[src/rtl/core/azlc_pkg.sv]
// shared types and constants of the alarm zone loop classifier
// no dependencies; all other files but azlc_stream_if refer to it by scoped names
package azlc_pkg;

  localparam int unsigned ZONE_W      = 4;
  localparam int unsigned SAMPLE_W    = 12;
  localparam int unsigned MV_W        = 11;
  localparam int unsigned STATE_W     = 3;
  localparam int unsigned MODE_W      = 2;
  localparam int unsigned MASK_ZONES  = 10;
  localparam int unsigned ZONE_SLOTS  = 16;
  localparam int unsigned REG_INDEX_W = 3;
  localparam int unsigned CFG_DATA_W  = 33;

  localparam int unsigned MASK_W   = MASK_ZONES;
  localparam int unsigned MAP_W    = MODE_W * MASK_ZONES;
  localparam int unsigned SINGLE_W = 2 * MV_W;
  localparam int unsigned TIERS_W  = 3 * MV_W;

  localparam logic [MASK_W-1:0]   ENABLE_RESET = 10'h3FF;
  localparam logic [MAP_W-1:0]    MAP_RESET    = 20'h55555;
  localparam logic [SINGLE_W-1:0] SINGLE_RESET = 22'd1802328;
  localparam logic [TIERS_W-1:0]  DOUBLE_RESET = 33'd3692114030;
  localparam logic [TIERS_W-1:0]  TRIPLE_RESET = 33'd3322744909;

  // mv = floor(sample * 1100 / 4095) as (sample * MV_RECIP) >> MV_SHIFT, exact for 12-bit input
  localparam int unsigned MV_SCALE   = 1100;
  localparam int unsigned ADC_FULL   = 4095;
  localparam int unsigned MV_SHIFT   = 24;
  localparam int unsigned MV_RECIP_W = 23;
  localparam int unsigned MV_PROD_W  = SAMPLE_W + MV_RECIP_W;
  localparam logic [63:0] MV_RECIP_FULL =
    ((64'(MV_SCALE) << MV_SHIFT) + 64'(ADC_FULL) - 64'd1) / 64'(ADC_FULL);
  localparam logic [MV_RECIP_W-1:0] MV_RECIP = MV_RECIP_W'(MV_RECIP_FULL);

  localparam int unsigned QUEUE_DEPTH = 4;
  localparam int unsigned QUEUE_PTR_W = 2;
  localparam int unsigned QUEUE_CNT_W = QUEUE_PTR_W + 1;

  typedef enum logic [STATE_W-1:0] {
    ST_NORMAL  = 3'd0,
    ST_ALARM   = 3'd1,
    ST_TAMPER  = 3'd2,
    ST_MASKING = 3'd3,
    ST_FAULT   = 3'd4
  } zone_state_e;

  typedef enum logic [MODE_W-1:0] {
    MODE_SINGLE     = 2'd0,
    MODE_DOUBLE     = 2'd1,
    MODE_TRIPLE     = 2'd2,
    MODE_TRIPLE_ALT = 2'd3
  } loop_mode_e;

  typedef enum logic [REG_INDEX_W-1:0] {
    REG_ENABLE = 3'd0,
    REG_MODE   = 3'd1,
    REG_SINGLE = 3'd2,
    REG_DOUBLE = 3'd3,
    REG_TRIPLE = 3'd4
  } reg_index_e;

  typedef struct packed {
    logic [ZONE_W-1:0]   zone;
    logic [SAMPLE_W-1:0] sample;
    logic                read_error;
  } in_item_t;

  typedef struct packed {
    logic [ZONE_W-1:0]  zone_out;
    logic [MV_W-1:0]    avg_mv;
    logic [STATE_W-1:0] zone_state;
  } out_item_t;

  typedef struct packed {
    logic [REG_INDEX_W-1:0] reg_index;
    logic [CFG_DATA_W-1:0]  wdata;
  } cfg_write_t;

  typedef struct packed {
    logic [MASK_W-1:0]   enable_mask;
    logic [MAP_W-1:0]    mode_map;
    logic [SINGLE_W-1:0] single_limits;
    logic [TIERS_W-1:0]  double_limits;
    logic [TIERS_W-1:0]  triple_limits;
  } cfg_t;

  typedef struct packed {
    logic [ZONE_W-1:0] zone;
    logic [MV_W-1:0]   mv;
    logic [MODE_W-1:0] mode;
    logic              fault;
  } queue_entry_t;

endpackage

[src/rtl/core/azlc_queue.sv]
// short first-in first-out queue between front and back end
// depends on azlc_pkg
module azlc_queue (
  input  logic                   clk_i,
  input  logic                   rst_ni,
  input  logic                   push_i,
  input  azlc_pkg::queue_entry_t entry_i,
  output logic                   full_o,
  input  logic                   pop_i,
  output logic                   valid_o,
  output azlc_pkg::queue_entry_t entry_o
);

  azlc_pkg::queue_entry_t              mem_q [azlc_pkg::QUEUE_DEPTH];
  logic [azlc_pkg::QUEUE_PTR_W-1:0]    wr_ptr_q, wr_ptr_d;
  logic [azlc_pkg::QUEUE_PTR_W-1:0]    rd_ptr_q, rd_ptr_d;
  logic [azlc_pkg::QUEUE_CNT_W-1:0]    count_q, count_d;

  assign full_o  = count_q == azlc_pkg::QUEUE_CNT_W'(azlc_pkg::QUEUE_DEPTH);
  assign valid_o = count_q != '0;
  assign entry_o = mem_q[rd_ptr_q];

  always_comb begin
    wr_ptr_d = wr_ptr_q;
    rd_ptr_d = rd_ptr_q;
    count_d  = count_q;
    if (push_i) begin
      wr_ptr_d = wr_ptr_q + 1'b1;
    end
    if (pop_i) begin
      rd_ptr_d = rd_ptr_q + 1'b1;
    end
    if (push_i && !pop_i) begin
      count_d = count_q + 1'b1;
    end else if (pop_i && !push_i) begin
      count_d = count_q - 1'b1;
    end
  end

  always_ff @(posedge clk_i or negedge rst_ni) begin
    if (!rst_ni) begin
      wr_ptr_q <= '0;
      rd_ptr_q <= '0;
      count_q  <= '0;
    end else begin
      wr_ptr_q <= wr_ptr_d;
      rd_ptr_q <= rd_ptr_d;
      count_q  <= count_d;
    end
  end

  always_ff @(posedge clk_i) begin
    if (push_i) begin
      mem_q[wr_ptr_q] <= entry_i;
    end
  end

endmodule

[config.mk]
export PLATFORM = sky130hd
export DESIGN_NAME = azlc_queue
export DESIGN_NICKNAME = d
export VERILOG_FILES = /design/src/rtl/core/azlc_pkg.sv /design/src/rtl/core/azlc_queue.sv
export SDC_FILE = /design/constraint.sdc
export NUM_CORES = 1
export LEC_CHECK = 0
export ABC_AREA = 1
export BUFFER_PORTS_ARGS = -buffer_cell sky130_fd_sc_hd__buf_2
export CAP_MARGIN = 20
export CORE_AREA = 2 2 105 107
export CTS_BUF_LIST = sky130_fd_sc_hd__clkbuf_16
export DETAILED_ROUTE_END_ITERATION = 8
export DIE_AREA = 0 0 107 109
export PLACE_DENSITY_LB_ADDON = 0.3
export REMOVE_ABC_BUFFERS = 1
export SLEW_MARGIN = 20
export SYNTH_ARGS = -nofsm -noshare
export SYNTH_HDL_FRONTEND = slang
export SYNTH_SLANG_ARGS = --single-unit
[constraint.sdc]
create_clock -name clk_i -period 3.4 [get_ports clk_i]
set_input_delay 0.51 -clock clk_i [delete_from_list [all_inputs] [get_ports clk_i]]
set_output_delay 0.51 -clock clk_i [all_outputs]
set_load 0.02 [all_outputs]
; ---- Word-level counts from Yosys, hierarchy flattened
; Memories as Yosys holds them, arrays and structs flattened.
; Index checks and enable logic that the tools add are counted.
[op_classes]
add_sub_neg = 4
n_eq_ne = 1
n_mux = 4
reduce_logical = 6
[op_table]
columns = cell, n
row1 = 3-bit 2-to-1 mux, 2
row2 = 2-bit by 1-bit adder with 2-bit output (second input constant), 2
row3 = 3-bit by 1-bit adder with 3-bit output (second input constant), 1
row4 = 3-bit == test (second input constant), 1
row5 = 3-bit nonzero test, 1
row6 = 3-bit by 1-bit subtractor with 3-bit output (second input constant), 1
row7 = 1-bit logical AND, 2
row8 = 1-bit zero test, 2
row9 = 1-bit 2-to-1 mux, 2
row10 = 2-bit nonzero test, 1
[word_totals]
register_bits = 7
ramBits = 72
inputBits = 22
output_inout_bits = 20
elab_cells = 19
mem_count = 1
[mem_list]
columns = memory, depth, width, rd, rd_clocked_by_memory_dff, wr, line_no
row1 = mem_q, 4, 18, 1, 0, 1, azlc_queue.sv:14  ; azlc_pkg::queue_entry_t mem_q [azlc_pkg::QUEUE_DEPTH];

; ---- Logic depth before layout (Yosys ltp)
[logic_depth]
depth_word = 4
ltp_mapped = 9
ltp_nobuf = 9

; ---- Least setup slack after synthesis
; No wires, ideal clock.
[synth_timing]
path_kind = input port to flip-flop
start = in pop_i
end = reg count_q[2] in the netlist's numbering
setup_time_ns = 0.117
arrival_time_ns = 1.342
required_ns = 3.283
setup_slack_ns = 1.941
stages = 8
path_buffers = 0
cell_sequence = inv_1 ha_1 inv_1 fa_1 nand2_1 nand3_1 nand2_1 nand2_1
[synth_between]
elab_chain_len = 3
elab_cells_between_ends = 5
cone_classes = 1 x mux / 4 x reduce/logical
[synth_rtl]
columns = item, line_no
row1 = from (decl), azlc_queue.sv:9  ; input logic pop_i,
row2 = 1-bit zero test, azlc_queue.sv:33  ; if (push_i && !pop_i) begin
row3 = 1-bit logical AND, azlc_queue.sv:33
row4 = 3-bit 2-to-1 mux or 2-bit nonzero test (tied branches), -
row5 = to (signal assigned), azlc_queue.sv:48  ; count_q <= count_d;
row6 = to (decl), azlc_queue.sv:17  ; logic [azlc_pkg::QUEUE_CNT_W-1:0] count_q, count_d;
; Parallel ways exist; a longest one is shown, timed or not.
; A chain may end at the register's enable or synchronous reset.

==> summary by stage <==
Setup path
STA classifies the critical path startpoint as a register. The setup path with the least slack is of type reg2out. Data on the critical path arrives at its endpoint at 1960 ps.

The end of the worst register-to-register path is mem_q[2][0]$_DFFE_PP_. Tracing the worst setup path back leads to its startpoint at rd_ptr_q[0]$_DFFE_PN0P_. The slack of the worst reg-to-reg path is about 1700 ps. The origin of the critical flop-to-flop path is wr_ptr_q[0]$_DFFE_PN0P_. The required time of the critical path is 2890 ps. The highest net fanout along the worst path is 74. Counting cells, the worst reg-to-reg path comes to 4. STA classifies the critical path endpoint as an output port.

Floorplanning
The width of the chip is 107 um. Measured along the y axis, the die boundary spans 109 um. The die outline area is 11,700 um2. For this design the top-level I/O count stands at 42.

For this configuration, the core starts out at a cell density of 0.343. The floorplan core area is 10,600 um2. Row generation in the floorplan step produced 38 rows.

Min path
The kind of path behind the tightest hold check is in2async.

Route
Once detail routing completed, the nets flagged for antenna violations numbered 0. The iteration count of the initial detailed-routing pass is 4. The residual DRC count is 0. After the first detailed-routing iteration, the DRC count stood at 88. The final wirelength is 5.85 mm. In the final routed layout, each cell accounts on average for 13.2 um. After detailed routing, the number of vias per cell comes to 4.15. The vias after detailed routing is 1,842.

STA
The worst-case headroom to the max-slew limit is 0.307. The final number of hold-violating endpoints was 0. Setup repair after global routing left no endpoint under its margin.

Of the available clock period, the critical path in the final layout requires 0.727. Setup violations remaining at the end of the flow were counted as 0. For the final database, setup skew stands at between 3 and 4 ps. Final hold analysis gives a worst-case slack of 18.3 ps.

For the pin with the worst max-slew slack, the measured transition is 1040 ps. The peak clock frequency supported by timing is 404 MHz. The worst path needs 2470 ps of the cycle, external delays included. The summed negative setup slack over all endpoints is 0 ps. The number of slew-limit violations in the final report was 0.

Run
The number of max-capacitance violations reported is 0.

CTS
Counting along the longest clock path gives a buffer depth of 2. For the worst-skew pair, the clock arrives at the later sink with an insertion delay of 320 ps. Counting the buffers created by CTS gives 9. The root buffer selected by CTS is sky130_fd_sc_hd__clkbuf_16. Buffers inserted to repair hold after CTS numbered 0. Gates resized during post-CTS repair numbered 0.

The number of sinks driven by the clock tree is 79. Buffers added to address setup during post-CTS repair amount to 0. TritonCTS built the clock tree. The clock transition at the registers of the reported paths is 60 ps. The H-tree generated during clock tree synthesis spans 3 levels.

GRT
The number of antenna violations at the first check in global routing is 1. The global route total overflow is 0. The maximum number of pins on one net before global-route repair is 75. The total routing usage reported by global routing is 0.110. The global-route wire length before repair is 9.71 mm. The number of global-route vias before repair came to 1,929.

Placement
Once detailed placement completed, the half-perimeter wirelength came to ~3.6 mm. The congestion estimate from routability-driven global placement came to about 0.67. The quantity of I/O buffers inserted on ports is 41. Counting tap cells, the placed design contains a total of 428 instances.

Synthesis
Yosys mapped the design onto 23 distinct sky130hd cell types. In this run the mean area of a mapped cell was 14.1 um2. Yosys printed 0 warnings.

Counting every instance in the synthesized netlist gives about 260. The part of the Yosys area used for sequential elements is 0.643. The area of the mapped netlist is 3630 um2. The register bit count reported by yosys is approximately 80.

Power and ir drop
In this run the power spent charging and discharging nets is about 1.4 mW. The power share of the clock group is 0.269. Of the total power, combinational logic draws 0.323. The share of total power dissipated in sequential elements is 0.409. The leakage power total is around 1.7 nW. IR analysis of the VDD net gives a maximum drop of 524 uV. The internal portion of the total power is around 2.5 mW. The switching portion of total power is 0.362. Dividing total power by cell area gives a power density of 924 nW/um2. Total power for the finished layout comes to 3.86 mW.

Finish
The area growth from synthesis to layout is 15.0%. The filler cell count in the final layout is 990. In the final layout, the share of cells above drive strength 1 is 0.416. For this run, the number of standard cells in the final layout without fillers is 444.

In the final design database the tool counted ~330 nets.

Outcome
The flow ran to the end, and the final reports show no timing, DRC or antenna violations.
==> worst max-delay path: stages, from the launching register on <==
cell                       delay [ps]
sky130_fd_sc_hd__dfrtp_4         1110
sky130_fd_sc_hd__nand2_1          170
sky130_fd_sc_hd__o211ai_2         110
sky130_fd_sc_hd__nand2_2           70
sky130_fd_sc_hd__buf_2            160
==> layer usage <==
metal,vias to the layer above,share of wire,track usage
li1,954,-,-
met1,848,0.45,0.133
met2,31,0.49,0.187
met3,9,0.049,0.0293
met4,0,0.013,0.0473
met5,-,0,0
==> final cells by class <==
cell class                      instances  area [um2]  area share
Clock inverter                          6         101      0.0242
Timing Repair Buffer                   42         213      0.0509
Sequential cell                        79        2340       0.560
Inverter                               48         193      0.0461
Antenna cell                            1        2.50    0.000598
Tap cell                              140         175      0.0419
Clock buffer                            9         225      0.0539
Multi-Input combinational cell        119         931       0.223
==> flip-flops by register name, indices dropped and copies added, names as in the netlist <==
name	count
wr_ptr_q	2
mem_q	72
count_q	3
rd_ptr_q	2
==> synth_stat cells, drive strengths merged <==
cell type / number / area (um2)
edfxtp: 72 / 2160
nand2: 68 / 345
inv: 48 / 193
o211ai: 36 / 435
buf: 11 / 169
dfrtp: 7 / 175
ha: 5 / 62.6
xor2: 3 / 33.8
clkbuf: 1 / 5.00
fa: 1 / 20.0
nand3: 1 / 5.00
nand4: 1 / 6.26
nor2: 1 / 3.75
nor3: 1 / 5.00
o21ai: 1 / 5.00
xnor2: 1 / 8.76
==> worst max path at each step <==
| stage | endpoint | slack, ps | cells after the start |
|---|---|---|---|
| floorplan | entry_o[13] | 290 | 2 |
| global placement | entry_o[13] | 1270 | 3 |
| detailed placement | entry_o[13] | 1230 | 3 |
| CTS | entry_o[13] | 880 | 3 |
| global route | entry_o[16] | 740 | 4 |
| finish | entry_o[5] | 930 | 4 |
==> cell families after synthesis <==
logic type	after synthesis	share of synthesized area
fa+ha+maj	6	0.0227
buf+inv	60	0.101
xor+xnor	4	0.0117
simple gates	72	0.101
compound gates	37	0.121
flops	79	0.643
==> cell usage in the layout, fill, tap and decap left out, drive strengths merged, types with 3 or more instances in the layout <==
cell,synthesis,final
dfrtp,7,7
ha,5,5
clkbuf,1,9
edfxtp,72,72
xor2,3,3
buf,11,42
bufinv,0,3
o211ai,36,36
inv,48,49
nand2,68,68
==> metrics by stage <==
stage               cell area [um2]   util  setup slack, ps
floorplan                      3460      -              291
global placement               3850  0.363             1270
detailed placement             3850  0.363             1230
CTS                            4180  0.394              875
finish                         4180  0.394              927
global route                   4180  0.394              742
==> power groups by stage <==
stage               sequential (mW)  clock [mW]  combinational (mW)
global route                   1.62        1.09                1.40
global placement               1.60           0                1.26
finish                         1.58        1.04                1.25
floorplan                      1.55           0               0.918
CTS                            1.59        1.06                1.29
detailed placement             1.61           0                1.28
Power figures use the tool's default switching activity.
