==> config.mk <==
export PLATFORM = sky130hd
export DESIGN_NAME = azlc_back_flat
export DESIGN_NICKNAME = d
export VERILOG_FILES = /design/src/rtl/core/azlc_pkg.sv /design/src/rtl/core/azlc_stream_if.sv /design/src/rtl/core/azlc_back.sv /design/src/flat_wrapper.sv
export SDC_FILE = /design/constraint.sdc
export NUM_CORES = 1
export LEC_CHECK = 0
export BUFFER_PORTS_ARGS = -buffer_cell sky130_fd_sc_hd__buf_2
export CAP_MARGIN = 40
export CORE_ASPECT_RATIO = 0.6
export CORE_UTILIZATION = 50
export CTS_BUF_LIST = sky130_fd_sc_hd__clkbuf_4
export CTS_CLUSTER_DIAMETER = 120
export DETAILED_ROUTE_END_ITERATION = 6
export GPL_TIMING_DRIVEN = 0
export MAX_ROUTING_LAYER = met4
export PLACE_DENSITY = 0.8
export SLEW_MARGIN = 20
export SYNTH_ARGS = -nofsm -noshare
export SYNTH_HDL_FRONTEND = slang
export SYNTH_SLANG_ARGS = --single-unit
export TNS_END_PERCENT = 50
==> constraint.sdc <==
create_clock -name clk_i -period 3.3 [get_ports clk_i]
set_clock_uncertainty 0.15 [all_clocks]
set_input_delay 0 -clock clk_i [delete_from_list [all_inputs] [get_ports clk_i]]
set_output_delay 0 -clock clk_i [all_outputs]
set_load 0.1 [all_outputs]
==> src/rtl/core/azlc_pkg.sv <==
// shared types and constants of the alarm zone loop classifier
// no dependencies; all other files but azlc_stream_if refer to it by scoped names
package azlc_pkg;

  localparam int unsigned ZONE_W      = 4;
  localparam int unsigned SAMPLE_W    = 12;
  localparam int unsigned MV_W        = 11;
  localparam int unsigned STATE_W     = 3;
  localparam int unsigned MODE_W      = 2;
  localparam int unsigned MASK_ZONES  = 10;
  localparam int unsigned ZONE_SLOTS  = 16;
  localparam int unsigned REG_INDEX_W = 3;
  localparam int unsigned CFG_DATA_W  = 33;

  localparam int unsigned MASK_W   = MASK_ZONES;
  localparam int unsigned MAP_W    = MODE_W * MASK_ZONES;
  localparam int unsigned SINGLE_W = 2 * MV_W;
  localparam int unsigned TIERS_W  = 3 * MV_W;

  localparam logic [MASK_W-1:0]   ENABLE_RESET = 10'h3FF;
  localparam logic [MAP_W-1:0]    MAP_RESET    = 20'h55555;
  localparam logic [SINGLE_W-1:0] SINGLE_RESET = 22'd1802328;
  localparam logic [TIERS_W-1:0]  DOUBLE_RESET = 33'd3692114030;
  localparam logic [TIERS_W-1:0]  TRIPLE_RESET = 33'd3322744909;

  // mv = floor(sample * 1100 / 4095) as (sample * MV_RECIP) >> MV_SHIFT, exact for 12-bit input
  localparam int unsigned MV_SCALE   = 1100;
  localparam int unsigned ADC_FULL   = 4095;
  localparam int unsigned MV_SHIFT   = 24;
  localparam int unsigned MV_RECIP_W = 23;
  localparam int unsigned MV_PROD_W  = SAMPLE_W + MV_RECIP_W;
  localparam logic [63:0] MV_RECIP_FULL =
    ((64'(MV_SCALE) << MV_SHIFT) + 64'(ADC_FULL) - 64'd1) / 64'(ADC_FULL);
  localparam logic [MV_RECIP_W-1:0] MV_RECIP = MV_RECIP_W'(MV_RECIP_FULL);

  localparam int unsigned QUEUE_DEPTH = 4;
  localparam int unsigned QUEUE_PTR_W = 2;
  localparam int unsigned QUEUE_CNT_W = QUEUE_PTR_W + 1;

  typedef enum logic [STATE_W-1:0] {
    ST_NORMAL  = 3'd0,
    ST_ALARM   = 3'd1,
    ST_TAMPER  = 3'd2,
    ST_MASKING = 3'd3,
    ST_FAULT   = 3'd4
  } zone_state_e;

  typedef enum logic [MODE_W-1:0] {
    MODE_SINGLE     = 2'd0,
    MODE_DOUBLE     = 2'd1,
    MODE_TRIPLE     = 2'd2,
    MODE_TRIPLE_ALT = 2'd3
  } loop_mode_e;

  typedef enum logic [REG_INDEX_W-1:0] {
    REG_ENABLE = 3'd0,
    REG_MODE   = 3'd1,
    REG_SINGLE = 3'd2,
    REG_DOUBLE = 3'd3,
    REG_TRIPLE = 3'd4
  } reg_index_e;

  typedef struct packed {
    logic [ZONE_W-1:0]   zone;
    logic [SAMPLE_W-1:0] sample;
    logic                read_error;
  } in_item_t;

  typedef struct packed {
    logic [ZONE_W-1:0]  zone_out;
    logic [MV_W-1:0]    avg_mv;
    logic [STATE_W-1:0] zone_state;
  } out_item_t;

  typedef struct packed {
    logic [REG_INDEX_W-1:0] reg_index;
    logic [CFG_DATA_W-1:0]  wdata;
  } cfg_write_t;

  typedef struct packed {
    logic [MASK_W-1:0]   enable_mask;
    logic [MAP_W-1:0]    mode_map;
    logic [SINGLE_W-1:0] single_limits;
    logic [TIERS_W-1:0]  double_limits;
    logic [TIERS_W-1:0]  triple_limits;
  } cfg_t;

  typedef struct packed {
    logic [ZONE_W-1:0] zone;
    logic [MV_W-1:0]   mv;
    logic [MODE_W-1:0] mode;
    logic              fault;
  } queue_entry_t;

endpackage

==> src/rtl/core/azlc_stream_if.sv <==
// valid/ready channel with a typed payload, used for sample, result and register write channels
// payload types come from azlc_pkg
interface azlc_stream_if #(
  parameter type payload_t = logic
);
  logic     valid;
  logic     ready;
  payload_t payload;

  modport source (output valid, output payload, input ready);
  modport sink (input valid, input payload, output ready);
endinterface

==> src/rtl/core/azlc_back.sv <==
// back end: per-zone burst accumulation, average by reciprocal multiply, loop classification
// depends on azlc_pkg and azlc_stream_if; drains azlc_queue
module azlc_back #(
  parameter int unsigned ZONES     = 10,
  parameter int unsigned BURST_LEN = 8
) (
  input  logic                   clk_i,
  input  logic                   rst_ni,
  input  logic                   valid_i,
  input  azlc_pkg::queue_entry_t entry_i,
  output logic                   pop_o,
  input  azlc_pkg::cfg_t         cfg_i,
  azlc_stream_if.source          out_o
);

  localparam int unsigned ZIDX_W  = (ZONES > 1) ? $clog2(ZONES) : 1;
  localparam int unsigned CNT_W   = (BURST_LEN > 1) ? $clog2(BURST_LEN) : 1;
  localparam int unsigned SUM_W   = $clog2(azlc_pkg::MV_SCALE * BURST_LEN + 1);
  localparam int unsigned SHIFT   = SUM_W + $clog2(BURST_LEN);
  localparam int unsigned RECIP_W = SHIFT + 1;
  localparam int unsigned PROD_W  = SUM_W + RECIP_W;
  localparam logic [63:0] RECIP_FULL =
    ((64'd1 << SHIFT) + 64'(BURST_LEN) - 64'd1) / 64'(BURST_LEN);
  localparam logic [RECIP_W-1:0] RECIP = RECIP_W'(RECIP_FULL);

  logic [SUM_W-1:0] sum_q [ZONES];
  logic [CNT_W-1:0] cnt_q [ZONES];

  logic                          advance;
  logic [ZIDX_W-1:0]             idx;
  logic [SUM_W-1:0]              sum_new;
  logic [CNT_W:0]                cnt_new;
  logic                          complete;
  logic                          clear;

  logic                          s2_valid_q;
  logic [azlc_pkg::ZONE_W-1:0]   s2_zone_q;
  logic [SUM_W-1:0]              s2_sum_q;
  logic [azlc_pkg::MODE_W-1:0]   s2_mode_q;
  logic                          s2_fault_q;

  logic                          s3_valid_q;
  logic [azlc_pkg::ZONE_W-1:0]   s3_zone_q;
  logic [PROD_W-1:0]             s3_prod_q;
  logic [azlc_pkg::MODE_W-1:0]   s3_mode_q;
  logic                          s3_fault_q;

  logic                          out_valid_q;
  azlc_pkg::out_item_t           out_q, out_d;
  logic [azlc_pkg::MV_W-1:0]     avg;

  function automatic logic [azlc_pkg::STATE_W-1:0] classify(
    input logic [azlc_pkg::MODE_W-1:0] mode,
    input logic [azlc_pkg::MV_W-1:0]   v,
    input azlc_pkg::cfg_t              cfg
  );
    logic [azlc_pkg::TIERS_W-1:0]  tiers;
    logic [azlc_pkg::STATE_W-1:0]  top;
    logic [azlc_pkg::STATE_W-1:0]  res;
    tiers = cfg.double_limits;
    top   = azlc_pkg::ST_TAMPER;
    res   = azlc_pkg::ST_NORMAL;
    case (mode)
      azlc_pkg::MODE_SINGLE: begin
        tiers = '0;
      end
      azlc_pkg::MODE_DOUBLE: begin
        tiers = cfg.double_limits;
        top   = azlc_pkg::ST_TAMPER;
      end
      default: begin
        tiers = cfg.triple_limits;
        top   = azlc_pkg::ST_MASKING;
      end
    endcase
    if (mode == azlc_pkg::MODE_SINGLE) begin
      if (v < cfg.single_limits[0 +: azlc_pkg::MV_W]) begin
        res = azlc_pkg::ST_FAULT;
      end else if (v > cfg.single_limits[azlc_pkg::MV_W +: azlc_pkg::MV_W]) begin
        res = azlc_pkg::ST_ALARM;
      end else begin
        res = azlc_pkg::ST_NORMAL;
      end
    end else begin
      if (v < tiers[0 +: azlc_pkg::MV_W]) begin
        res = azlc_pkg::ST_TAMPER;
      end else if (v <= tiers[azlc_pkg::MV_W +: azlc_pkg::MV_W]) begin
        res = azlc_pkg::ST_NORMAL;
      end else if (v <= tiers[2 * azlc_pkg::MV_W +: azlc_pkg::MV_W]) begin
        res = azlc_pkg::ST_ALARM;
      end else begin
        res = top;
      end
    end
    return res;
  endfunction

  assign advance = !out_valid_q || out_o.ready;
  assign pop_o   = valid_i && advance;

  assign idx      = entry_i.zone[ZIDX_W-1:0];
  assign sum_new  = sum_q[idx] + SUM_W'(entry_i.mv);
  assign cnt_new  = {1'b0, cnt_q[idx]} + 1'b1;
  assign complete = cnt_new == (CNT_W + 1)'(BURST_LEN);
  assign clear    = entry_i.fault || complete;

  // per-zone burst state
  always_ff @(posedge clk_i or negedge rst_ni) begin
    if (!rst_ni) begin
      for (int i = 0; i < ZONES; i++) begin
        sum_q[i] <= '0;
        cnt_q[i] <= '0;
      end
    end else if (pop_o) begin
      if (clear) begin
        sum_q[idx] <= '0;
        cnt_q[idx] <= '0;
      end else begin
        sum_q[idx] <= sum_new;
        cnt_q[idx] <= cnt_new[CNT_W-1:0];
      end
    end
  end

  always_ff @(posedge clk_i or negedge rst_ni) begin
    if (!rst_ni) begin
      s2_valid_q  <= 1'b0;
      s3_valid_q  <= 1'b0;
      out_valid_q <= 1'b0;
    end else if (advance) begin
      s2_valid_q  <= pop_o && clear;
      s3_valid_q  <= s2_valid_q;
      out_valid_q <= s3_valid_q;
    end
  end

  assign avg = s3_prod_q[SHIFT +: azlc_pkg::MV_W];

  always_comb begin
    out_d.zone_out = s3_zone_q;
    if (s3_fault_q) begin
      out_d.avg_mv     = '0;
      out_d.zone_state = azlc_pkg::ST_FAULT;
    end else begin
      out_d.avg_mv     = avg;
      out_d.zone_state = classify(s3_mode_q, avg, cfg_i);
    end
  end

  always_ff @(posedge clk_i) begin
    if (advance) begin
      s2_zone_q  <= entry_i.zone;
      s2_sum_q   <= sum_new;
      s2_mode_q  <= entry_i.mode;
      s2_fault_q <= entry_i.fault;
      s3_zone_q  <= s2_zone_q;
      s3_prod_q  <= PROD_W'(s2_sum_q) * PROD_W'(RECIP);
      s3_mode_q  <= s2_mode_q;
      s3_fault_q <= s2_fault_q;
      out_q      <= out_d;
    end
  end

  assign out_o.valid   = out_valid_q;
  assign out_o.payload = out_q;

endmodule

==> src/flat_wrapper.sv <==
// flat-port wrapper written by rule: the top's interface ports become plain ports
module azlc_back_flat 
#(
  parameter int unsigned ZONES     = 10,
  parameter int unsigned BURST_LEN = 8
)
  (clk_i, rst_ni, valid_i, entry_i, pop_o, cfg_i, out_o_valid, out_o_payload, out_o_ready);
  azlc_stream_if out_o_i ();
  input  logic clk_i;
  input  logic rst_ni;
  input  logic valid_i;
  input  azlc_pkg::queue_entry_t entry_i;
  output logic pop_o;
  input  azlc_pkg::cfg_t cfg_i;
  output wire logic [$bits(out_o_i.valid)-1:0] out_o_valid;
  output wire logic [$bits(out_o_i.payload)-1:0] out_o_payload;
  input wire logic [$bits(out_o_i.ready)-1:0] out_o_ready;
  assign out_o_valid = out_o_i.valid;
  assign out_o_payload = out_o_i.payload;
  assign out_o_i.ready = out_o_ready;
  azlc_back #(.ZONES(ZONES), .BURST_LEN(BURST_LEN)) u_core (.clk_i(clk_i), .rst_ni(rst_ni), .valid_i(valid_i), .entry_i(entry_i), .pop_o(pop_o), .cfg_i(cfg_i), .out_o(out_o_i));
endmodule
======== Word level (Yosys, flattened, before mapping) ========
Index checks and enable logic that the tools add are counted.
word-level totals
  flip-flop bits (word level) ............. 208
  input port bits ......................... 140
  output and inout port bits .............. 3
  logic and storage cells ................. 76
cells by class
  $add $sub $neg .......................... 2
  $lt $le $gt $ge ......................... 7
  eq/ne operators ......................... 2
  muxes and demuxes ....................... 23
  bitwise gates (word level) .............. 5
  reduce and logical (&&, ||, !) cells .... 7
operators with widths
  operator                                                                       count
  140-bit AND                                                                    1
  140-bit bitwise mux                                                            1
  140-bit 2-to-1 mux                                                             1
  140-bit inverter                                                               1
  33-bit case mux with 2 select lines                                            1
  14-bit binary-select mux with 4-bit select                                     1
  14-bit demux with 4-bit select                                                 1
  14-bit 2-to-1 mux                                                              3
  33-bit 2-to-1 mux                                                              1
  30-bit AND                                                                     1
  30-bit bitwise mux                                                             1
  30-bit 2-to-1 mux                                                              1
  30-bit inverter                                                                1
  11-bit <= comparator                                                           2
  11-bit less-than comparator                                                    2
  14-bit by 11-bit adder with 14-bit output                                      1
  3-bit binary-select mux with 4-bit select                                      1
  3-bit demux with 4-bit select                                                  1
  11-bit greater-than comparator                                                 1
  3-bit 2-to-1 mux                                                               3
  1-bit 2-to-1 mux                                                               7
  5-bit greater-or-equal comparator (second input constant)                      1
  5-bit by 1-bit less-than comparator with 1-bit output (second input constant)  1
  4-bit inverter with 5-bit output                                               1
  other kinds (7)                                                                10

======== Logic depth before layout (Yosys ltp) ========
Gate-level depths: netlist of the first run.
  depth in word-level cells ............... 8
  gate-level depth with buffers ........... 17
  mapped depth without buffers ............ 13

======== Worst setup path before layout of the first run ========
Ideal clock, no wire load.
  path kind ............................... register to register
  from .................................... register u_core.out_valid_q, in the netlist u_core.out_o.valid
  to ...................................... register u_core.cnt_q[1] in the netlist's numbering
  library setup time ...................... 134 ps
  data arrival time ....................... 3495 ps
  required time ........................... 3016 ps
  path slack .............................. -479 ps
  cell stages (with the launch flop) ...... 8
  buffers on the path ..................... 2
  period minus slack after synthesis ...... 3779 ps
  cell sequence ........................... dfrtp_1 nand2b_1 nand2_1 inv_1 nand2_1 clkbuf_1 clkbuf_1 o21ai_0
between the ends
  cells in the longest elaborated chain, start to end .. 3
ends and longest elaborated chain
  element                         line                source
  start: declaration              azlc_back.sv:48     logic out_valid_q;
  start signal: assignment        azlc_back.sv:133    out_valid_q <= s3_valid_q;
  1-bit zero test                 azlc_back.sv:98     assign advance = !out_valid_q || out_o.ready;
  1-bit logical OR                azlc_back.sv:98
  1-bit logical AND               azlc_back.sv:99     assign pop_o = valid_i && advance;
  net pop_o                       flat_wrapper.sv:13  output logic pop_o;
  end signal: indexed assignment  azlc_back.sv:120    cnt_q[idx] <= cnt_new[CNT_W-1:0];
  end: declaration                azlc_back.sv:27     logic [CNT_W-1:0] cnt_q [ZONES];
The timed path passes the listed nets, and every way through them passes these cells.
A chain may end at the register's enable or synchronous reset.

======== Worst setup path in the final report of the first run ========
  from .................................... register u_core.sum_q[92] in the netlist's numbering
  to ...................................... register u_core.sum_q[111] in the netlist's numbering
between the ends
  cells in the longest elaborated chain, start to end .. 6
ends and longest elaborated chain
  element                                                line              source
  start: declaration                                     azlc_back.sv:26   logic [SUM_W-1:0] sum_q [ZONES];
  start signal: indexed assignment                       azlc_back.sv:119  sum_q[idx] <= sum_new;
  14-bit binary-select mux with 4-bit select             azlc_back.sv:102  assign sum_new = sum_q[idx] + SUM_W'(entry_i.mv);
  14-bit 2-to-1 mux (implied by the code) (2 in series)  azlc_back.sv:102
  14-bit by 11-bit adder with 14-bit output              azlc_back.sv:102
  140-bit bitwise mux                                    azlc_back.sv:119
  140-bit 2-to-1 mux                                     azlc_back.sv:115  if (clear) begin
No other way between the ends. The select of a mux whose other input is x is not followed.

==> out/results.tsv, run 1 <==
metric	value	unit
path_common_cell	o21ai_0	
fp.dieW	195	µm
coreArea	21400	µm²
setup_viol	48	
drc	0	
hold_depth	7	
ir_worst_vdd	0.332	mV
worstHoldEndpoint	u_core.out_o.payload$_SDFFCE_PP0N_	
syn-num-nets	1199	
num_rows	41	
slew_headroom	35.0	%
path_class	reg -> reg	
crit_path_end_kind	flop	
num_io_pins	143	
synth_area	11100	µm²
hp-start	cfg_i[54]	
root_buffer	clkbuf_4	
postSynth.asyncResetShare	85.6	%
finalCritPeriodShare	105	%
grt-ovfl-total	0	
cts.sinks	202	
areaGrowthSynthToFinish	22.1	%
path_delay_family	multiplexers	
hold_path_class	in -> reg	
synth_edf_count	29	
diodes	0	
avgRoutedWirePerCell	20.3	µm
antenna_found_initial	0	
crit_path_max_fanout	8	
place_ws	-1.12	ns
cp.arrival	3.91	ns
power	8.50	mW
holdWs	0.0193	ns
cts_made_buffers	48	
drtPass1Iterations	5	
dpl.cell_count	1383	
routed_wl	31000	µm
tightest_slew	0.967	ns
setup_tns	-2.47	ns
drv_cap	0	
grt_usage	27.9	%
start_kind	flop	
reg2reg_to	u_core.sum_q[111]$_DFFE_PN0P_	
h-tree-depth	2	
cp_cell_sequence	mux4_2 -> mux2i_1 -> o21ai_0 -> ha_1 -> o21ai_0 -> nand2b_1 -> o2111ai_4 -> a211oi_4 -> xnor2_2 -> nor2b_4 -> buf_12 -> mux2_2	
reg2reg_depth	12	
drt_iter0_drc	731	
reg2reg_slack	-0.17	ns
nets	1411	
leakage	6.21	nW
synth-main-ff-cell	dfrtp_1	
layout_min_cycle_time	3.47	ns
vias_per_cell	5.92	
power_density	626	nW/µm²
cp.buffers_inverters	1	
cts_buffer_depth	3	
die_h	118	µm
drive_gt1_share	36.0	%
vias	9014	
rsz0062_at_grt	yes	
io_buffers	110	
rr_startpoint	u_core.sum_q[92]$_DFFE_PN0P_	
design_area	13600	µm²
hold_violations	0	
grt_pass1_wl	48100	µm
final_common_cell	dfrtp_1	
initial_core_util	52.0	%
final_cell_mix	172 x dfrtp_1, 146 x nand2_1, 115 x buf_2, 93 x o21ai_2, 77 x clkbuf_4	
dpl_cell_area	12100	µm²
ys_types	53	
cpPeakStageDelay	0.51	ns
post-route-util	63.5	%
outcome	finished with violations	
synth_cells	993	
fmax	288	MHz
cts.reportedPaths.clkPinSlew	0.07	ns
instances_no_fill	1522	
synth_warnings	0	
layout_setup_ws	-0.171	ns
drv_slew	0	
ys_seq_area_share	46.8	%
cts_tree	built	
gp_congestion	0.945	
syn_area_per_cell	11.2	µm²
worstPathRequired	3.74	ns
violations	negative setup slack	
dp.final_hpwl	21800	µm
slowest_stage	mux4_2	
die_area	22900	µm²
clkLatencyLatePin	0.71	ns
ant_nets	0	
synth_seq_cells	202	
grt_max_degree	92	
first_global_vias	8968	
==> cell usage after synthesis (all sizes together), types with 3 or more instances <==
cell	count	area, µm²
nand4	9	56.3
o31ai	3	22.5
o22ai	5	31.3
nor2	31	116
a31oi	4	25.0
a21oi	30	150
nor3	9	50.1
a22oi	43	323
o21a	6	45.0
o2111ai	3	26.3
mux2i	29	290
nand3	8	40.0
nor2b	8	50.1
inv	30	113
nand2	155	728
a211o	6	52.6
a21o	8	60.1
edfxtp	29	871
mux4	28	631
nand2b	11	68.8
o21ai	157	1130
mux2	41	462
a211oi	5	37.5
xnor2	10	87.6
buf	18	113
clkbuf	44	165
ha	65	813
dfrtp	173	4330
o221ai	3	26.3
==> worst min-delay path, cell delays in order <==
cell and delay [ns]:
buf_2 0.08, a22oi_1 0.05, ha_1 0.20, inv_1 0.08, a2111oi_2 0.08, o311ai_1 0.09
o22ai_1 0.07
==> logic make-up after synthesis <==
logic type	synth area share, %
muxes	12.4
DFF	46.8
adders and majority gates	7.49
and+or+nand+nor	10.3
buffers and inverters	3.51
AOI/OAI and AO/OA	18.6
xor gates and xnor gates	0.945
==> repair_timing <==
action | CTS | global route
pin swaps | 20 | 8
hold buffers | 33 | 1
cloned | 0 | 1
resized for setup | 45 | 31
hold endpoints to repair | 357 | 32
setup endpoints to repair | 87 | 92
setup buffers | 10 | 8
==> metal layers <==
layer	vias up	global-route usage, %	routed length [µm]
met2	451	38.4	13100
met4	0	6.94	395
met3	40	7.79	3220
met1	4416	40.5	14200
li1	4107	-	-
met5	-	-	0
==> area by class of cell <==
| type | count | area (µm²) |
|---|---|---|
| plain buffers | 59 | 297 |
| clock buffers | 76 | 571 |
| clock inverters | 12 | 78.8 |
| well taps | 279 | 349 |
| multi-input cells | 700 | 5850 |
| repair buffers | 164 | 1110 |
| fillers | 1659 | 7820 |
| flip-flops and latches | 202 | 5200 |
| inverters | 30 | 113 |
==> power by group <==
part           internal (mW)  total (mW)  switching (mW)
clock network           1.13        2.16            1.03
logic                   1.20        2.78            1.58
registers               3.15        3.55           0.400
==> worst max path at each step <==
stage | start | depth (start not counted) | to
after floorplan | entry_i[15] | 17 | u_core.sum_q[55]$_DFFE_PN0P_
after global placement | entry_i[15] | 17 | u_core.sum_q[97]$_DFFE_PN0P_
after detailed placement | entry_i[15] | 17 | u_core.sum_q[69]$_DFFE_PN0P_
after CTS | u_core.sum_q[88]$_DFFE_PN0P_ | 13 | u_core.sum_q[111]$_DFFE_PN0P_
after global routing | u_core.sum_q[100]$_DFFE_PN0P_ | 12 | u_core.sum_q[125]$_DFFE_PN0P_
final | u_core.sum_q[92]$_DFFE_PN0P_ | 12 | u_core.sum_q[111]$_DFFE_PN0P_
==> sequential cells by signal (all words and copies together), names as in the netlist <==
| register | count |
|---|---|
| u_core.s3_valid_q | 1 |
| u_core.s2_sum_q | 11 |
| u_core.s2_valid_q | 1 |
| u_core.out_o.payload | 1 |
| u_core.out_o.valid | 1 |
| u_core.s3_prod_q | 11 |
| u_core.s2_fault_q | 1 |
| u_core.cnt_q | 30 |
| u_core.s3_fault_q | 1 |
| u_core.sum_q | 140 |
| u_core.s3_mode_q | 2 |
| u_core.s2_mode_q | 2 |
No activity file was read; power rests on OpenSTA's default activity.
==> inputs of run 2 (changes only) <==
--- a/config.mk
+++ b/config.mk
@@ -7,13 +7,11 @@
 export LEC_CHECK = 0
 export BUFFER_PORTS_ARGS = -buffer_cell sky130_fd_sc_hd__buf_2
 export CAP_MARGIN = 40
-export CORE_ASPECT_RATIO = 0.6
 export CORE_UTILIZATION = 50
 export CTS_BUF_LIST = sky130_fd_sc_hd__clkbuf_4
 export CTS_CLUSTER_DIAMETER = 120
 export DETAILED_ROUTE_END_ITERATION = 6
 export GPL_TIMING_DRIVEN = 0
-export MAX_ROUTING_LAYER = met4
 export PLACE_DENSITY = 0.8
 export SLEW_MARGIN = 20
 export SYNTH_ARGS = -nofsm -noshare
==> out/results.tsv, run 2 (synthesis gave the netlist of run 1 again) <==
metric	value	unit	change
antenna_found_initial	0		unchanged
path_class	reg -> reg		
p_comb_share	31.3	%	-1.4 points
num_rows	54		+32%
violations	negative setup slack		
die_area	22800	µm²	about the same
hold_path_class	in -> reg		
cts.sinks	202		unchanged
final_common_cell	dfrtp_1		
grt_pass1_wl	45300	µm	-5.9%
ir_worst_vdd	0.310	mV	-6.6%
cts.reportedPaths.clkPinSlew	0.06	ns	about the same
rr_startpoint	u_core.sum_q[76]$_DFFE_PN0P_		
largest_reg_flops	140		unchanged
die_h	151	µm	+29%
post-route-util	61.2	%	-2.2 points
drv_cap	0		unchanged
ant_nets	0		unchanged
grt-ovfl-total	0		unchanged
drv_slew	0		unchanged
start_kind	flop		
layout_setup_ws	-0.0187	ns	+0.153 ns
vias	8732		-3.1%
cts_tree	built		
regMostFlops	u_core.sum_q		
worstHoldEndpoint	u_core.out_o.payload$_SDFFCE_PP0N_		
reg_top3	u_core.sum_q (140), u_core.cnt_q (30)		
outcome	finished with violations		
vias_per_cell	5.76		-2.7%
slew_headroom	44.7	%	+9.7 points
root_buffer	clkbuf_4		
p_sw_share	33.9	%	-1.6 points
cts_buffer_depth	3		unchanged
finalCritPeriodShare	101	%	-4.6 points
hold_violations	0		unchanged
power_density	615	nW/µm²	-1.7%
setup_tns	-0.0809	ns	+2.39 ns
setup_viol	5		-90%
drc	0		unchanged
clkLatencyLatePin	0.66	ns	-0.05 ns
nets	1411		unchanged
tightest_slew	0.823	ns	-0.144 ns
p_int	5.44	mW	-0.84%
coreArea	21800	µm²	+2.0%
fmax	301	MHz	+4.6%
p_switching	2.79	mW	-7.5%
gp_congestion	0.889		-6.0%
crit_path_max_fanout	5		-3
reg2reg_slack	-0.02	ns	+0.15 ns
dp.final_hpwl	20500	µm	-6.3%
worstPathRequired	3.73	ns	about the same
reg2reg_to	u_core.sum_q[125]$_DFFE_PN0P_		
pwr-share-seq	43.1	%	+1.3 points
drive_gt1_share	35.1	%	-0.85 points
final_cell_mix	172 x dfrtp_1, 146 x nand2_1, 115 x buf_2, 92 x o21ai_2, 78 x clkbuf_4		
initial_core_util	51.0	%	-1.0 points
leakage	6.16	nW	-0.75%
first_global_vias	8831		-1.5%
fp.dieW	151	µm	-22%
diodes	0		unchanged
areaGrowthSynthToFinish	20.2	%	
io_buffers	110		unchanged
cp.arrival	3.74	ns	-0.17 ns
grt_usage	26.0	%	-1.9 points
cts_made_buffers	52		+8.3%
hold_depth	5		-2
avgRoutedWirePerCell	19.1	µm	-6.0%
grt_max_degree	101		+9.8%
drtPass1Iterations	5		unchanged
rsz0062_at_grt	yes		
routed_wl	29000	µm	-6.3%
crit_path_end_kind	flop		
num_io_pins	143		unchanged
pwr-share-clk	25.6	%	+0.2 points
reg2reg_depth	12		unchanged
h-tree-depth	2		unchanged
hp-start	cfg_i[10]		
drt_iter0_drc	607		-17%
layout_min_cycle_time	3.32	ns	-0.153 ns
-- run 2: changes by cell type in the layout (fill, tap and decap cells not counted), moves of 2 or more --
| cell | previous run | this run |
|---|---|---|
| clkinv_1 | 8 | 4 |
| mux2i_2 | 2 | 4 |
| mux2i_4 | 6 | 0 |
| a21oi_4 | 3 | 1 |
| mux2i_1 | 21 | 25 |
-- run 2: what timing repair did --
item                                    CTS  global route
cloned                                    1             1
hold endpoints to repair                347            32
setup buffers                             8             8
resized for setup                        27            25
endpoints found under the setup margin   61            63
hold buffers                             31             1
pin swaps                                10            12
-- run 2: per-layer routing --
layer  vias up  global-route usage [%]  wire length (µm)
met5         -                       0                 0
met4         0                    12.4              1090
met3        84                    5.66              2160
met2       393                    42.6             13900
met1      4172                    32.8             11900
li1       4083                       -                 -
-- run 2: worst max path at each step --
stage,endpoint,slack (ns),from,cells after the start
after detailed placement,u_core.sum_q[83]$_DFFE_PN0P_,-0.96,entry_i[15],16
after floorplan,u_core.sum_q[55]$_DFFE_PN0P_,0.0009,entry_i[15],17
after global routing,u_core.sum_q[83]$_DFFE_PN0P_,-0.11,u_core.sum_q[90]$_DFFE_PN0P_,12
final,u_core.sum_q[125]$_DFFE_PN0P_,-0.02,u_core.sum_q[76]$_DFFE_PN0P_,12
after global placement,u_core.sum_q[97]$_DFFE_PN0P_,-0.93,entry_i[15],17
after CTS,u_core.sum_q[13]$_DFFE_PN0P_,0.01,u_core.sum_q[130]$_DFFE_PN0P_,12
-- run 2: stage by stage --
step	setup slack (ns)	hold slack (ns)	cells	instance area [µm²]	total power, mW
2_1_floorplan	0.000894	-0.446	993	11200	5.23
4_1_cts	0.0108	0.0126	1506	13200	8.17
6_report	-0.0187	0.0334	1516	13400	8.23
5_1_grt	-0.109	0.0475	1516	13400	8.76
3_3_place_gp	-0.932	0.0290	1383	12100	5.82
3_5_place_dp	-0.958	-0.0506	1384	12100	5.94
-- run 2: critical path, stage by stage, from the launching register on --
cell and delay (ns):
dfrtp_1 0.40, mux4_2 0.47, mux2i_2 0.22, o21ai_0 0.12, ha_1 0.39, nand4_1 0.16, a21oi_2 0.19, o2111ai_2 0.15
a211oi_2 0.28, xnor2_2 0.10, buf_6 0.15, nor2b_2 0.25, mux2_2 0.20
-- run 2: power groups by stage --
stage	combinational [mW]	clock [mW]	sequential, mW
2_1_floorplan	1.76	0	3.47
3_3_place_gp	2.28	0	3.54
3_5_place_dp	2.37	0	3.57
4_1_cts	2.49	2.15	3.53
5_1_grt	2.86	2.29	3.61
6_report	2.57	2.11	3.54
-- run 2: cell type report --
class | count | area (µm²)
plain buffers | 58 | 288
clock buffers | 78 | 586
clock inverters | 7 | 53.8
fillers | 1754 | 8460
inverters | 30 | 113
multi-input cells | 701 | 5730
flip-flops and latches | 202 | 5200
well taps | 280 | 350
repair buffers | 160 | 1050
